### src/hw/rtl/stq_pkg.sv
// stq_pkg: shared types and constants for the sorted timer queue.
// Used by stq_cell and sorted_timer_queue; depends on nothing.
`default_nettype none

package stq_pkg;

    // operation codes of the input channel
    localparam logic [1:0] OP_TICK  = 2'd0;
    localparam logic [1:0] OP_SET   = 2'd1;
    localparam logic [1:0] OP_CLEAR = 2'd2;

    localparam logic [7:0] TTN_CAP    = 8'hFF;
    localparam int         SLOT_COUNT = 16;

    typedef struct packed {
        logic        valid;
        logic [31:0] deadline;
        logic [3:0]  slot;
    } entry_t;

    localparam entry_t ENTRY_EMPTY = '{valid: 1'b0, deadline: 32'd0, slot: 4'd0};

    typedef enum logic [1:0] {
        CMD_HOLD   = 2'd0,
        CMD_INSERT = 2'd1,
        CMD_REMOVE = 2'd2
    } cmd_mode_t;

    // broadcast to every cell of the chain
    typedef struct packed {
        cmd_mode_t   mode;
        logic        pop;       // remove the head entry
        logic [31:0] now;       // current time
        logic [30:0] interval;  // set: ticks until expiry
        logic [31:0] deadline;  // set: now + interval
        logic [3:0]  slot;      // set/clear slot
    } cell_cmd_t;

endpackage

`default_nettype wire

### src/hw/rtl/sorted_timer_queue.sv
// sorted_timer_queue: top level; control, time counter and a chain of stq_cell.
// Depends on stq_pkg and stq_cell.
//
//  channel | direction | handshake            | payload
//  --------+-----------+----------------------+-------------------------------------------
//  in      | input     | in_valid / in_ready  | operation, slot, interval
//  out     | output    | out_valid / out_ready| status, expired_valid, expired_slot,
//          |           |                      | ticks_to_next, last
//
// Set and clear: the transfer, then an execute state in which the cell chain
// inserts or removes in place; the result goes to the waiting result register,
// then to the output register, while the next item may already transfer in.
// A tick with nothing expired takes the same steps as a set; with expiries the
// execute state repeats a pop per expired entry: each pop shifts the whole chain by one
// cell, so expiries leave at one result per cycle while the output is not stalled.
// Reset clears time, the pending flags and the cell valid bits at once; no
// clearing pass. A stalled output holds the chain until the result register frees.
`default_nettype none

module sorted_timer_queue
    import stq_pkg::*;
#(
    parameter int NUM_TIMERS = 16
)
(
    input  wire         clk,
    input  wire         rst_n,
    input  wire         in_valid,
    output logic        in_ready,
    input  wire  [1:0]  operation,
    input  wire  [3:0]  slot,
    input  wire  [30:0] interval,
    output logic        out_valid,
    input  wire         out_ready,
    output logic        status,
    output logic        expired_valid,
    output logic [3:0]  expired_slot,
    output logic [7:0]  ticks_to_next,
    output logic        last
);

    typedef enum logic [1:0] {
        ST_IDLE = 2'b01,
        ST_EXEC = 2'b10
    } state_t;

    state_t      state_reg, state_next;
    logic [1:0]  op_reg;
    logic [3:0]  slot_reg;
    logic [30:0] interval_reg;
    logic [31:0] time_reg, time_next;
    logic [SLOT_COUNT-1:0] pending_reg, pending_next;

    // result waiting for the output register; ticks_to_next is taken at load
    logic        rep_pend_reg, rep_pend_next;
    logic        rep_status_reg, rep_status_next;
    logic        rep_xv_reg, rep_xv_next;
    logic [3:0]  rep_xslot_reg, rep_xslot_next;
    logic        rep_last_reg, rep_last_next;

    logic        out_valid_reg;
    logic        status_reg, xv_reg, last_reg;
    logic [3:0]  xslot_reg;
    logic [7:0]  ttn_reg, ttn_calc;

    logic        in_xfer, load_out, can_rep;
    logic [31:0] head_dist;
    logic        head_exp, next_exp, queue_full, set_refused;
    cell_cmd_t   cmd;

    entry_t                ent  [NUM_TIMERS];
    logic [NUM_TIMERS-1:0] xp;
    logic [NUM_TIMERS-1:0] vld;
    logic [NUM_TIMERS:0]   fnd;

    // ---------------- cell chain ----------------
    assign fnd[0] = cmd.pop;

    for (genvar i = 0; i < NUM_TIMERS; i++)
    begin : g_cell
        entry_t left_in, right_in;
        if (i == 0)
        begin : g_head
            assign left_in = ENTRY_EMPTY;
        end
        else
        begin : g_mid_l
            assign left_in = ent[i-1];
        end
        if (i == NUM_TIMERS - 1)
        begin : g_tail
            assign right_in = ENTRY_EMPTY;
        end
        else
        begin : g_mid_r
            assign right_in = ent[i+1];
        end

        stq_cell u_cell (
            .clk       (clk),
            .rst_n     (rst_n),
            .cmd       (cmd),
            .left      (left_in),
            .right     (right_in),
            .found_in  (fnd[i]),
            .found_out (fnd[i+1]),
            .ent       (ent[i]),
            .expired   (xp[i])
        );
        assign vld[i] = ent[i].valid;
    end

    if (NUM_TIMERS > 1)
    begin : g_next
        assign next_exp = xp[1];
    end
    else
    begin : g_single
        assign next_exp = 1'b0;
    end

    assign head_exp   = xp[0];
    assign queue_full = ent[NUM_TIMERS-1].valid;
    assign set_refused = ({28'd0, slot_reg} >= 32'(NUM_TIMERS)) ||
                         pending_reg[slot_reg] || queue_full;

    // ---------------- handshakes ----------------
    assign load_out = rep_pend_reg && (!out_valid_reg || out_ready);
    assign can_rep  = !rep_pend_reg || load_out;
    assign in_ready = (state_reg == ST_IDLE) && can_rep;
    assign in_xfer  = in_valid && in_ready;

    // distance to the head deadline, clipped to 0..255
    assign head_dist = ent[0].deadline - time_reg;
    always_comb
    begin
        if (!ent[0].valid)
            ttn_calc = TTN_CAP;
        else if ((head_dist == 32'd0) || head_dist[31])
            ttn_calc = 8'd0;
        else if (head_dist >= {24'd0, TTN_CAP})
            ttn_calc = TTN_CAP;
        else
            ttn_calc = head_dist[7:0];
    end

    // ---------------- control ----------------
    always_comb
    begin
        state_next      = state_reg;
        time_next       = time_reg;
        pending_next    = pending_reg;
        rep_pend_next   = rep_pend_reg & ~load_out;
        rep_status_next = rep_status_reg;
        rep_xv_next     = rep_xv_reg;
        rep_xslot_next  = rep_xslot_reg;
        rep_last_next   = rep_last_reg;

        cmd.mode     = CMD_HOLD;
        cmd.pop      = 1'b0;
        cmd.now      = time_reg;
        cmd.interval = interval_reg;
        cmd.deadline = time_reg + {1'b0, interval_reg};
        cmd.slot     = slot_reg;

        case (state_reg)
            ST_IDLE:
            begin
                if (in_xfer)
                begin
                    state_next = ST_EXEC;
                    if (operation == OP_TICK)
                        time_next = time_reg + 32'd1;
                end
            end
            ST_EXEC:
            begin
                if (can_rep)
                begin
                    rep_pend_next   = 1'b1;
                    rep_status_next = 1'b0;
                    rep_xv_next     = 1'b0;
                    rep_xslot_next  = 4'd0;
                    rep_last_next   = 1'b1;
                    state_next      = ST_IDLE;
                    case (op_reg)
                        OP_TICK:
                        begin
                            if (head_exp)
                            begin
                                cmd.mode       = CMD_REMOVE;
                                cmd.pop        = 1'b1;
                                pending_next[ent[0].slot] = 1'b0;
                                rep_xv_next    = 1'b1;
                                rep_xslot_next = ent[0].slot;
                                rep_last_next  = !next_exp;
                                if (next_exp)
                                    state_next = ST_EXEC;
                            end
                        end
                        OP_SET:
                        begin
                            if (set_refused)
                                rep_status_next = 1'b1;
                            else
                            begin
                                cmd.mode = CMD_INSERT;
                                pending_next[slot_reg] = 1'b1;
                            end
                        end
                        OP_CLEAR:
                        begin
                            if (pending_reg[slot_reg])
                            begin
                                cmd.mode = CMD_REMOVE;
                                pending_next[slot_reg] = 1'b0;
                            end
                        end
                        default:
                        begin
                            rep_status_next = 1'b0;
                        end
                    endcase
                end
            end
            default:
            begin
                state_next = ST_IDLE;
            end
        endcase
    end

    always_ff @(posedge clk or negedge rst_n)
    begin
        if (!rst_n)
        begin
            state_reg     <= ST_IDLE;
            time_reg      <= 32'd0;
            pending_reg   <= '0;
            rep_pend_reg  <= 1'b0;
            out_valid_reg <= 1'b0;
        end
        else
        begin
            state_reg    <= state_next;
            time_reg     <= time_next;
            pending_reg  <= pending_next;
            rep_pend_reg <= rep_pend_next;
            if (load_out)
                out_valid_reg <= 1'b1;
            else if (out_ready)
                out_valid_reg <= 1'b0;
        end
    end

    always_ff @(posedge clk)
    begin
        if (in_xfer)
        begin
            op_reg       <= operation;
            slot_reg     <= slot;
            interval_reg <= interval;
        end
        rep_status_reg <= rep_status_next;
        rep_xv_reg     <= rep_xv_next;
        rep_xslot_reg  <= rep_xslot_next;
        rep_last_reg   <= rep_last_next;
        if (load_out)
        begin
            status_reg <= rep_status_reg;
            xv_reg     <= rep_xv_reg;
            xslot_reg  <= rep_xslot_reg;
            last_reg   <= rep_last_reg;
            ttn_reg    <= ttn_calc;
        end
    end

    assign out_valid     = out_valid_reg;
    assign status        = status_reg;
    assign expired_valid = xv_reg;
    assign expired_slot  = xslot_reg;
    assign ticks_to_next = ttn_reg;
    assign last          = last_reg;

`ifndef SYNTHESIS
    // the number of pending slots equals the number of occupied cells
    a_pending_matches_cells: assert property (@(posedge clk) disable iff (!rst_n)
        $countones(pending_reg) == $countones(vld))
        else $error("pending flags disagree with occupied cells");

    // occupied cells form an unbroken run from the head
    a_chain_packed: assert property (@(posedge clk) disable iff (!rst_n)
        (vld & (vld + 1'b1)) == '0)
        else $error("gap in the cell chain");

    // a pop only removes a head that has reached its deadline
    a_pop_expired: assert property (@(posedge clk) disable iff (!rst_n)
        cmd.pop |-> (ent[0].valid && head_exp))
        else $error("pop of a head that has not expired");

    // a reported expiry is never a refused set
    a_expiry_status: assert property (@(posedge clk) disable iff (!rst_n)
        (out_valid && expired_valid) |-> !status)
        else $error("expiry result with error status");
`endif

endmodule

`default_nettype wire

### src/hw/rtl/stq_cell.sv
// stq_cell: one queue position; holds an entry and shifts to/from neighbors.
// Depends on stq_pkg.
`default_nettype none

module stq_cell
    import stq_pkg::*;
(
    input  wire         clk,
    input  wire         rst_n,
    input  cell_cmd_t   cmd,
    input  entry_t      left,
    input  entry_t      right,
    input  wire         found_in,
    output logic        found_out,
    output entry_t      ent,
    output logic        expired
);

    logic        valid_reg, valid_next;
    logic [31:0] dl_reg, dl_next;
    logic [3:0]  sl_reg, sl_next;
    logic [31:0] delta;
    logic        hit_set, hit_clr;

    assign delta   = dl_reg - cmd.now;
    assign expired = valid_reg && ((delta == 32'd0) || delta[31]);

    // set goes before the first entry strictly later than the new deadline,
    // or into the first empty position
    assign hit_set = !valid_reg ||
                     ((delta != 32'd0) && !delta[31] && ({1'b0, cmd.interval} < delta));
    assign hit_clr = valid_reg && (sl_reg == cmd.slot) && !cmd.pop;

    always_comb
    begin
        valid_next = valid_reg;
        dl_next    = dl_reg;
        sl_next    = sl_reg;
        found_out  = found_in;
        case (cmd.mode)
            CMD_INSERT:
            begin
                found_out = found_in | hit_set;
                if (found_in)
                begin
                    valid_next = left.valid;
                    dl_next    = left.deadline;
                    sl_next    = left.slot;
                end
                else if (hit_set)
                begin
                    valid_next = 1'b1;
                    dl_next    = cmd.deadline;
                    sl_next    = cmd.slot;
                end
            end
            CMD_REMOVE:
            begin
                found_out = found_in | hit_clr;
                if (found_in || hit_clr)
                begin
                    valid_next = right.valid;
                    dl_next    = right.deadline;
                    sl_next    = right.slot;
                end
            end
            default:
            begin
                found_out = found_in;
            end
        endcase
    end

    always_ff @(posedge clk or negedge rst_n)
    begin
        if (!rst_n)
            valid_reg <= 1'b0;
        else
            valid_reg <= valid_next;
    end

    always_ff @(posedge clk)
    begin
        dl_reg <= dl_next;
        sl_reg <= sl_next;
    end

    assign ent = '{valid: valid_reg, deadline: dl_reg, slot: sl_reg};

endmodule

`default_nettype wire
### config.mk
export PLATFORM = sky130hd
export DESIGN_NAME = sorted_timer_queue
export DESIGN_NICKNAME = d
export VERILOG_FILES = /design/src/hw/rtl/stq_pkg.sv /design/src/hw/rtl/sorted_timer_queue.sv /design/src/hw/rtl/stq_cell.sv
export SDC_FILE = /design/constraint.sdc
export NUM_CORES = 2
export LEC_CHECK = 0
export ABC_AREA = 1
export BUFFER_PORTS_ARGS = -buffer_cell sky130_fd_sc_hd__buf_2
export CELL_PAD_IN_SITES_DETAIL_PLACEMENT = 1
export CELL_PAD_IN_SITES_GLOBAL_PLACEMENT = 2
export CORE_ASPECT_RATIO = 1.25
export CORE_MARGIN = 2
export CORE_UTILIZATION = 35
export CTS_BUF_LIST = sky130_fd_sc_hd__clkbuf_4
export DETAILED_ROUTE_END_ITERATION = 7
export PLACE_DENSITY_LB_ADDON = 0.1
export SLEW_MARGIN = 20
export SYNTH_ARGS = -nofsm -noshare
export SYNTH_HDL_FRONTEND = slang
export SYNTH_SLANG_ARGS = --single-unit
### constraint.sdc
create_clock -name clk -period 6.85 [get_ports clk]
set_input_delay 0.685 -clock clk [delete_from_list [all_inputs] [get_ports clk]]
set_output_delay 0.685 -clock clk [all_outputs]
set_load 0.02 [all_outputs]
==> results.yml <==
setup_path:
  cpMaxStageDelayCell: "ha_1"
  reg2reg_depth: 40
  r2r-start: "time_reg[10]"
  crit_cells: 40
  worstPathArrival_ns: 7.47
  path_buf_inv: 8
  timing.rr.end: "g_cell[14].u_cell.dl_reg[14]"
  crit_path_frequent_cell: "nand2_1"
  crit_path_end_kind: "flip-flop"
  critPathKind: "reg -> reg"
  slowest_delay_ns: 0.45
  r2r_setup_slack_ns: 0.39
  crit_fanout: 20
  cpLargestDelayFamily: "simple AND/OR/NAND/NOR gates"
  startpoint: "time_reg[10]"
  cp.required_ns: 7.86
  endpoint: "g_cell[14].u_cell.dl_reg[14]"
  cp-start-kind: "flip-flop"
timing:
  max_freq_mhz: 155
  relSlewSlack_pct: 16.8
  hold_violations: 0
  min_period_ns: 6.46
  clock_skew_ns: 0.0915
  worst_slew_pin_slew_ns: 1.25
  fin_ws_ns: 0.394
  finalSetupTns_ns: 0
  post-route-period-util_pct: 94.2
  setup_viol: 0
  slew_viol_final: 0
  rsz0062_at_grt: "false"
power_and_ir_drop:
  vdd_ir_drop_max_mv: 0.164
  p_leak_nw: 41.8
  finalPower_mw: 26.8
  p_per_area_nw_per_um2: 300
clock_tree:
  cts_htree_levels: 4
  numClockSinks: 703
  cts_buffers: 191
  clk_path_buf_depth: 3
  cts_tree: "done"
  cts-root-buf: "clkbuf_4"
  clkLatencyLatePin_ns: 1.30
  path_clk_slew_ns: 0.08
logic_synthesis:
  ys_types: 66
  syn-cell-area_um2: 78900
  synth-seq-area-share_pct: 26.3
  synth_edf_count: 635
  synth_seq_cells: 703
  synthFlopType: "edfxtp_1"
  synth_cells: 11400
  avgSynthCellArea_um2: 6.93
  ys_async_sr_fraction_pct: 9.67
  yosys_warnings: 0
  synthesis.nets: 12500
placement:
  routabilityCongestion: 1.02
  pre_cts_ws_ns: 0.277
  port_buffers: 57
  dp_hpwl_um: 367000
floorplan:
  rows: 194
  initial_core_util_pct: 35.2
  io_pins: 58
  die_w_um: 429
  die_area_um2: 229000
  die_y_um: 535
  coreArea_um2: 224000
detailed_routing:
  drc: 0
  vias: 87300
  wl_um: 465000
  wire_per_inst_um: 31.1
  drtIter0Drc: 7480
  avgViaCountPerCell: 5.83
  first_pass_iters: 7
  ant_nets: 0
global_routing:
  grt_usage_pct: 39.4
  globalRoute.totalOverflow: 0
  grt_antenna_before_repair: 42
  grt_pass1_wl_um: 647000
  grt_max_degree: 179
  grt_pass1_vias: 89000
layout:
  largest_reg_flops: 512
  multiInputGateArea_um2: 51300
  nFillCells: 28500
  seqCellArea_um2: 20800
  area_delta_synth_final_pct: 13.3
  final_nets: 12900
  drive_gt1_share_pct: 7.54
run:
  timing.max_cap.violations: 0
status:
  outcome: "completed"
hold_path:
  hold_class: "in -> async"
[routing by layer]
layer	global-route usage [%]	vias up	wire [µm]
met5	0	-	115
met3	6.25	1288	29600
li1	-	39700	-
met1	42.6	42900	167000
met2	67.3	3429	221000
met4	34.3	16	46600
[worst min path at each step]
stage                                      end  slack [ns]  depth (start not counted)
floorplan           g_cell[0].u_cell.valid_reg        0.39                          0
global placement                 expired_valid        0.40                          0
detailed placement                        last        0.41                          0
CTS                                slot_reg[2]     0.00004                          2
global route                      state_reg[1]        0.04                          2
finish                            state_reg[1]        0.04                          2
[area by class of cell]
cell class / count / share of cell area [%]
inverters: 1569 / 6.60
diodes: 33 / 0.0925
clock buffers: 267 / 2.24
multi-input cells: 8817 / 57.4
well taps: 2940 / 4.12
repair buffers: 556 / 5.63
clock inverters: 84 / 0.622
flip-flops and latches: 703 / 23.3
[kinds of logic (layout without fill, tap and decap cells)]
kind of cell / Yosys count / in the layout / share of synthesized area (%)
XOR/XNOR: 462 / 462 / 5.13
AND/OR/NAND/NOR: 4626 / 4626 / 24.2
other: 0 / 33 / 0
flip-flops: 703 / 703 / 26.3
AO/OA/AOI/OAI: 2687 / 2687 / 18.8
adder cells (fa/ha/maj): 1033 / 1033 / 16.6
buffers and inverters: 1865 / 2476 / 8.93
multiplexers: 9 / 9 / 0.129
[cells in the final DEF, fill, tap and decap left out, types with 15 or more instances in the layout]
| cell | count |
|---|---|
| nand2_1 | 2775 |
| inv_1 | 1532 |
| a21oi_1 | 1081 |
| ha_1 | 1015 |
| o21ai_0 | 992 |
| nor2_1 | 937 |
| edfxtp_1 | 635 |
| nand3_1 | 439 |
| buf_4 | 379 |
| xor2_1 | 287 |
| clkbuf_4 | 267 |
| nand4_1 | 195 |
| xnor2_1 | 167 |
| nor3_1 | 162 |
| o211ai_1 | 153 |
| a31oi_1 | 70 |
| clkinv_1 | 67 |
| dfrtp_1 | 67 |
| buf_12 | 67 |
| o21ai_1 | 59 |
| buf_2 | 56 |
| o21bai_1 | 52 |
| dlygate4sd3_1 | 49 |
| a211oi_1 | 46 |
| o22ai_1 | 45 |
| diode_2 | 33 |
| a21o_1 | 32 |
| nor4_1 | 28 |
| o21a_1 | 25 |
| inv_2 | 23 |
| a21boi_0 | 23 |
| o221ai_1 | 22 |
| nand3b_1 | 20 |
| and2_1 | 20 |
| fa_1 | 17 |
| a22oi_1 | 15 |
[stage by stage]
stage,util [%],cell area (µm²),std cells,hold WS [ns]
floorplan,-,78900,11400,0.389
global placement,38.5,86100,14500,0.403
detailed placement,38.5,86100,14500,0.409
CTS,39.8,89200,14900,0.0000429
global route,39.9,89200,14900,0.0412
finish,39.9,89300,15000,0.0422
[synthesized netlist by cell type (165+ instances only)]
master	count	area, µm²
xnor2_1	171	1500
ha_1	1016	12700
nor3_1	165	826
xor2_1	291	2550
clkbuf_1	252	946
o21ai_0	996	4980
a21oi_1	1085	5430
nand2_1	2780	10400
edfxtp_1	635	19100
nand3_1	441	2210
nor2_1	938	3520
nand4_1	195	1220
inv_1	1535	5760
[power breakdown]
| part | internal, mW | switching, mW |
|---|---|---|
| combinational | 5.09 | 10.7 |
| sequential | 5.97 | 0.736 |
| clock | 2.06 | 2.18 |
[what timing repair did]
action | in CTS | in global routing
endpoints found under the setup margin | 0 | 156
setup buffers | 0 | 1
hold buffers | 49 | 0
gates resized for setup | 0 | 6
hold endpoints to repair | 128 | 0
Note: power is estimated with default switching activity, not from simulation.
